### src/design/crpd_pkg.sv
// ----------------------------------------------------------------------------
// crpd_pkg: shared types and constants for the primary ray direction block
// Field widths, pipeline depths, register indexes and the payload structs.
// ----------------------------------------------------------------------------
package crpd_pkg;

	localparam int COORD_W       = 12;
	localparam int DIM_W         = 13;
	localparam int MAX_DIM       = 4096;
	localparam int TAN_W         = 16;
	localparam int COMP_W        = 16;
	localparam int BASIS_W       = 3 * COMP_W;
	localparam int DIR_FRAC_BITS = 15;
	localparam int DIR_W         = 16;

	// screen coordinate divider
	localparam int NUM_MAG_W  = 14;
	localparam int SCR_PROD_W = TAN_W + NUM_MAG_W;
	localparam int SCR_N_W    = SCR_PROD_W + 6;
	localparam int SCR_D_W    = DIM_W + 1;
	localparam int SCR_Q_W    = SCR_N_W - 1;
	localparam int SX_W       = SCR_Q_W + 1;
	localparam int SCR_LAT    = SCR_Q_W + 1;

	// direction sum and normalization
	localparam int PRD_W    = COMP_W + SX_W;
	localparam int D_W      = PRD_W + 2;
	localparam int MAG_W    = D_W - 1;
	localparam int POS_W    = 6;
	localparam int NRM_W    = 30;
	localparam int NRM_TOP  = NRM_W - 1;
	localparam int SQ_W     = 2 * NRM_W;
	localparam int SUM_W    = SQ_W + 2;
	localparam int RT_W     = SUM_W / 2;
	localparam int RT_REM_W = RT_W + 1;
	localparam int QUO_W    = DIR_FRAC_BITS + 1;
	localparam int DVN_W    = NRM_W + QUO_W + 1;
	localparam int DVD_W    = RT_W + 1;
	localparam int UNIT_LAT = 4 + (RT_W + 1) + (QUO_W + 1);

	// valid chain: input stage, screen divider, product, sum, unit, output
	localparam int DEPTH = 1 + SCR_LAT + 2 + UNIT_LAT + 1;

	localparam int CFG_IDX_W  = 3;
	localparam int CFG_DATA_W = BASIS_W;

	typedef enum logic [CFG_IDX_W-1:0] {
		CFG_BASIS_U      = 3'd0,
		CFG_BASIS_V      = 3'd1,
		CFG_BASIS_W      = 3'd2,
		CFG_TAN_X        = 3'd3,
		CFG_TAN_Y        = 3'd4,
		CFG_IMAGE_WIDTH  = 3'd5,
		CFG_IMAGE_HEIGHT = 3'd6
	} cfg_reg_t;

	typedef struct packed {
		logic [COORD_W-1:0] pixel_row;
		logic [COORD_W-1:0] pixel_col;
	} pix_t;

	typedef struct packed {
		logic signed [DIR_W-1:0] dir_x;
		logic signed [DIR_W-1:0] dir_y;
		logic signed [DIR_W-1:0] dir_z;
		logic [COORD_W-1:0]      out_row;
		logic [COORD_W-1:0]      out_col;
	} ray_t;

	typedef struct packed {
		logic [2:0] neg;
		logic       zero;
	} nrm_flags_t;

	function automatic logic [DIM_W-1:0] clamp_dim(input logic [DIM_W-1:0] d);
		logic [DIM_W-1:0] r;
		if (d == '0)
			r = DIM_W'(1);
		else if (d > DIM_W'(MAX_DIM))
			r = DIM_W'(MAX_DIM);
		else
			r = d;
		return r;
	endfunction

endpackage

### src/design/crpd_screen.sv
// ----------------------------------------------------------------------------
// crpd_screen: screen coordinate pipeline
// tan * |num| * 16 / den, rounded half away from zero, one quotient bit a stage.
// ----------------------------------------------------------------------------
module crpd_screen import crpd_pkg::*; (
	input  logic                   clk,
	input  logic                   en,
	input  logic [NUM_MAG_W-1:0]   mag,
	input  logic                   neg,
	input  logic [TAN_W-1:0]       tan,
	input  logic [DIM_W-1:0]       den,
	output logic signed [SX_W-1:0] sx
);

	logic [SCR_PROD_W-1:0] prod;
	logic [SCR_N_W-1:0]    num;
	logic [SCR_D_W-1:0]    dv;

	logic [SCR_D_W-1:0] rem_s [0:SCR_Q_W];
	logic [SCR_Q_W-1:0] nq_s  [0:SCR_Q_W];
	logic               neg_s [0:SCR_Q_W];

	// (2p + den) / (2 den) with p = tan * mag * 16
	assign prod = SCR_PROD_W'(tan) * SCR_PROD_W'(mag);
	assign num  = SCR_N_W'({prod, 5'b0}) + SCR_N_W'(den);
	assign dv   = {den, 1'b0};

	always_ff @(posedge clk) begin
		if (en) begin
			rem_s[0] <= SCR_D_W'(num[SCR_N_W-1]);
			nq_s[0]  <= num[SCR_Q_W-1:0];
			neg_s[0] <= neg;
		end
	end

	for (genvar i = 0; i < SCR_Q_W; i++) begin : g_div
		logic [SCR_D_W:0] t;
		logic [SCR_D_W:0] dif;
		logic             ge;

		assign t   = {rem_s[i], nq_s[i][SCR_Q_W-1]};
		assign ge  = t >= {1'b0, dv};
		assign dif = t - {1'b0, dv};

		always_ff @(posedge clk) begin
			if (en) begin
				rem_s[i+1] <= ge ? dif[SCR_D_W-1:0] : t[SCR_D_W-1:0];
				nq_s[i+1]  <= {nq_s[i][SCR_Q_W-2:0], ge};
				neg_s[i+1] <= neg_s[i];
			end
		end
	end

	assign sx = neg_s[SCR_Q_W] ? -$signed({1'b0, nq_s[SCR_Q_W]})
	                           : $signed({1'b0, nq_s[SCR_Q_W]});

endmodule

### config.mk
export PLATFORM = sky130hd
export DESIGN_NAME = crpd_screen
export DESIGN_NICKNAME = d
export VERILOG_FILES = /design/src/design/crpd_pkg.sv /design/src/design/crpd_screen.sv
export SDC_FILE = /design/constraint.sdc
export NUM_CORES = 2
export LEC_CHECK = 0
export ABC_AREA = 0
export BUFFER_PORTS_ARGS = -buffer_cell sky130_fd_sc_hd__buf_2
export CAP_MARGIN = 25
export CORE_UTILIZATION = 30
export CTS_CLUSTER_DIAMETER = 40
export CTS_CLUSTER_SIZE = 10
export DETAILED_ROUTE_END_ITERATION = 10
export PLACE_DENSITY_LB_ADDON = 0.05
export SLEW_MARGIN = 20
export SYNTH_ARGS = -nofsm -noshare
export SYNTH_HDL_FRONTEND = slang
export SYNTH_SLANG_ARGS = --single-unit
### constraint.sdc
create_clock -name clk -period 12.2 [get_ports clk]
set_input_delay 2.44 -clock clk [delete_from_list [all_inputs] [get_ports clk]]
set_output_delay 2.44 -clock clk [all_outputs]
set_load 0.1 [all_outputs]
* After elaboration in Yosys (flattened, before gate mapping)
Memory sizes are Yosys's and may differ from the RTL's.
Cells that the tools add are included.
** Storage, ports and cells
- Flip-flop bits (word level) :: 0
- Bits in writable memories :: 1800
- Input port bits :: 46
- Output and inout bits :: 36
- Memories kept :: 3
** Operators by class
- Add/subtract/negate cells :: 37
- Multiply operators :: 1
- Order comparisons :: 35
- Multiplexer cells :: 38
** Memory list
- nq_s :: depth 36, bits a word 35, rd ports 36, clocked after memory_dff 0, wr ports 36, RTL line crpd_screen.sv:20 : logic [SCR_Q_W-1:0] nq_s [0:SCR_Q_W];
- rem_s :: depth 36, bits a word 14, rd ports 35, clocked after memory_dff 0, wr ports 36, RTL line crpd_screen.sv:19 : logic [SCR_D_W-1:0] rem_s [0:SCR_Q_W];
- neg_s :: depth 36, bits a word 1, rd ports 36, clocked after memory_dff 0, wr ports 36, RTL line crpd_screen.sv:21 : logic neg_s [0:SCR_Q_W];
** Operators by type and width (count)
- $ge 15x14->1 :: 35
- $mux 14 :: 35
- $sub 14x14->14 :: 35
- $add 35x13->36 :: 1
- $mux 36 :: 1
- $neg 35->36 :: 1
- $mul 16x14->30 :: 1
- $mux 1 :: 2

* Longest topological paths before layout
An unclocked memory read counts as a cell.
- Depth after elaboration :: 3
- Mapped depth :: 26
- Mapped depth without buffers :: 24

* Worst setup path after synthesis
No wires, ideal clock.
- Path type :: input to register
- Start :: input port tan[5]
- End :: memory nq_s[0][33] in the netlist's numbering, data pin
- Setup time :: 266 ps
- Arrival :: 8530 ps
- Data required time :: 11934 ps
- Path slack :: 3404 ps
- Cell stages on the path :: 26
- Cell sequence :: clkbuf_1 and2_1 fa_1 inv_1 fa_1 inv_1 fa_1 inv_1 fa_1 inv_1 fa_1 inv_1 fa_1 inv_1 ha_1 buf_2 nand4_1 a211oi_1 or4_1 o31ai_1 xnor2_1 nand2_1 nor3_1 nand2_1 nor4_1 xnor2_1
** RTL lines
- from (decl) :: RTL line crpd_screen.sv:10 : input logic [TAN_W-1:0] tan,
- to (decl) :: RTL line crpd_screen.sv:20

==> impl_metrics.py <==
metrics = {
    "routing": {
        "drtIter0Drc": 2758,
        "routedWlPerCell_um": 17.91,
        "vias": 48380,
        "viasPerCell": 4.583,
        "wl_um": 189000,
        "drt-pass1-iter-count": 7,
        "ant_nets": 0,
        "drc": 0,
    },
    "clock_tree": {
        "path_clk_slew_ps": 50,
        "clk-insertion-delay-late_ps": 880,
        "cts_max_path_buffers": 4,
        "cts_tree": "yes",
        "h-tree-depth": 5,
        "cts.sinks": 1773,
        "cts_setup_buffers": 0,
        "post_cts_resized": 0,
        "numCtsBuffers": 343,
        "clock-root-buffer": "clkbuf_16",
        "cts_hold_buf": 0,
    },
    "floorplanning": {
        "io_pins": 82,
        "core_sq_mm": 0.2801,
        "die_height_um": 533.7,
        "fp.dieW_um": 533.7,
        "start_util_pct": 30.27,
        "die_area_sq_mm": 0.2848,
        "row_count": 194,
    },
    "worst_setup_path": {
        "slowest_stage": "fa_1",
        "rr_worst_depth": 13,
        "r2r_slack_ps": 8590,
        "crit_type": "input pin to flop",
        "cp.arrival_ps": 9430,
        "crit_fanout": 14,
        "slowest_delay_ps": 550,
        "endpoint_kind": "flop",
        "cp-start-kind": "input pin",
        "critical_path_required_ps": 12760,
    },
    "power": {
        "pwr-share-clk_pct": 32.2,
        "leakage_nw": 39.27,
        "peakVddDrop_mv": 0.2532,
        "p_seq_share_pct": 31.5,
        "total_power_mw": 29.45,
        "p_comb_share_pct": 36.4,
        "powerDensity_mw_per_mm2": 288.8,
        "p_int_mw": 19.29,
        "switching_share_pct": 34.48,
        "p_switching_mw": 10.15,
    },
    "sta": {
        "setup_viol": 0,
        "skew_ps": 63.65,
        "finalMaxSlewViolations": 0,
        "grt_setup_unrepaired": "no",
        "relSlewSlack_pct": 28.83,
        "fin_crit_sh_pct": 72.71,
        "finalHoldViolations": 0,
        "fmax_mhz": 112.7,
        "worst_pin_slew_ps": 1068,
        "fin_tns_setup_ps": 0,
        "period_needed_ps": 8870,
    },
    "global_routing": {
        "busiest_layer": "met2",
        "met3_usage_pct": 2.578,
        "grt_pass1_vias": 50000,
        "grt_max_degree": 180,
        "grt_pass1_wl_um": 293000,
        "antenna_found_initial": 7,
        "overflow": 0,
        "gr-usage-met2_pct": 22.34,
        "grt_usage_pct": 13.16,
        "grt_use_met1_pct": 17.01,
    },
    "finish": {
        "layout_commonest_cell": "edfxtp_1",
        "fin_nets": 7352,
        "syn2layout_area_growth_pct": 20.24,
        "drive_gt1_share_pct": 11.49,
        "final_cell_mix": "1,773 x edfxtp_1, 599 x nand2_1, 547 x ha_1",
    },
    "yosys": {
        "ys_seq_area_share_pct": 62.79,
        "syn_inst": 6180,
        "synth_flop_cell": "edfxtp_1",
        "yosys.cell_types.count": 73,
        "synth_edf_count": 1773,
        "avgSynthCellArea_sq_um": 13.72,
        "synthesis.nets": 6972,
        "ys_ff_latch": 1773,
        "yosysWarnings": 0,
        "syn_area_sq_mm": 0.08480,
        "async_flop_share_pct": 0,
    },
    "place": {
        "dpl.hpwl_um": 124000,
        "port_buffers": 81,
        "gp_congestion": 0.7818,
    },
    "flow_run": {
        "drv_cap": 0,
    },
    "worst_hold_path": {
        "hold_depth": 0,
        "min_path_type": "flop to flop",
    },
    "outcome": {
        "outcome": "finished, final reports clean",
    },
}
[final timing paths]
| check | from | endpoint |
|---|---|---|
| max | tan[5] | nq_s[0][33] |
| min | nq_s[6][8] | nq_s[6][44] |
| max reg2reg | rem_s[1][0] | rem_s[1][24] |
| min reg2reg | nq_s[6][8] | nq_s[6][44] |
[synthesized netlist by cell type, types with 4 or more instances]
cell type,number,area (sq um)
mux2i_1,44,440.4
nor4b_1,9,78.83
xor2_1,85,744.5
inv_1,471,1768
or4_4,4,45.04
nand4b_1,12,105.1
and2_1,103,644.4
o41ai_2,5,81.33
a41oi_1,5,43.79
nor2b_1,71,444.2
o21ai_0,308,1541
o31a_1,35,306.5
a211oi_1,15,112.6
fa_1,199,3984
a21boi_0,12,90.09
o211ai_1,4,30.03
clkbuf_1,105,394.1
o21bai_1,37,277.8
a21o_1,122,915.9
ha_1,547,6844
nand3_1,12,60.06
o221a_2,9,101.4
nand2b_1,50,312.8
nor3b_1,4,30.03
o31ai_1,78,585.6
and3_1,9,56.30
nand2_1,599,2248
o41ai_1,34,297.8
mux2_2,47,529.3
o21ai_1,92,460.4
nor4_1,26,162.7
nor3_1,104,520.5
nor2_1,243,912.1
a21oi_1,284,1421
o2111ai_1,4,35.03
a21boi_1,22,165.2
or4_1,26,195.2
xnor2_1,242,2120
edfxtp_1,1773,53240
o21a_1,136,1021
nand4_1,93,581.8
a31oi_1,4,25.02
a221oi_1,35,306.5
or3_1,22,137.6
[cell type report]
| type | count | area [sq um] |
|---|---|---|
| clock buffer | 379 | 8803 |
| antenna | 1 | 2.502 |
| multi-input combinational | 3827 | 29560 |
| tap | 3724 | 4659 |
| inverter | 472 | 1784 |
| clock inverter | 238 | 2892 |
| timing repair buffer | 143 | 1012 |
| sequential | 1773 | 53240 |
| fill | 26970 | 178200 |
[state kept, by name, indices dropped and copies added, names as in the netlist]
signal  flops
rem_s     477
neg_s      36
nq_s     1260
[metal layers]
metal / up-vias / part of all wire, %
li1: 23810 / -
met1: 23510 / 46
met2: 738 / 48
met3: 318 / 4.1
met4: 6 / 2.2
met5: - / 0.019
[power by group through the flow]
stage	Combinational, mW	Clock (mW)	Sequential (mW)
6_report	10.7	9.47	9.27
4_1_cts	10.9	9.78	9.31
2_1_floorplan	8.10	0	9.04
3_5_place_dp	10.8	0	9.40
3_3_place_gp	10.8	0	9.41
5_1_grt	12.2	10.1	9.41
[cells by family (layout without fill, tap and decap cells)]
group | after synthesis | count (layout) | synth area share (%)
multiplexers | 92 | 92 | 1.157
flip-flops | 1773 | 1773 | 62.79
AO/OA/AOI/OAI | 1253 | 1253 | 9.377
XOR/XNOR | 327 | 327 | 3.377
buffers and inverters | 580 | 1232 | 2.575
AND/OR/NAND/NOR | 1409 | 1409 | 7.959
adder cells (fa/ha/maj) | 746 | 746 | 12.77
other | 0 | 1 | 0
[per-stage QoR]
step           hold slack (ps)  setup slack (ps)  instances  instance area (sq um)  util, %
2_1_floorplan            400.3              3404       6180                  84800        -
3_3_place_gp             400.3              2528       9936                  90200    32.20
3_5_place_dp             404.5              2532       9937                  90210    32.21
4_1_cts                  375.6              3459      10550                 101900    36.38
5_1_grt                  373.7              2995      10560                 102000    36.40
6_report                 385.7              3330      10560                 102000    36.40
[worst max-delay path: cells and delay by family]
family                     cells  cell delay (ps)
adders and majority gates      7             3550
and+or+nand+nor                5             1390
AOI/OAI and AO/OA              4             1180
buffers and inverters          7              550
xor gates and xnor gates       2              300
Note: power is estimated with default switching activity, not from simulation.
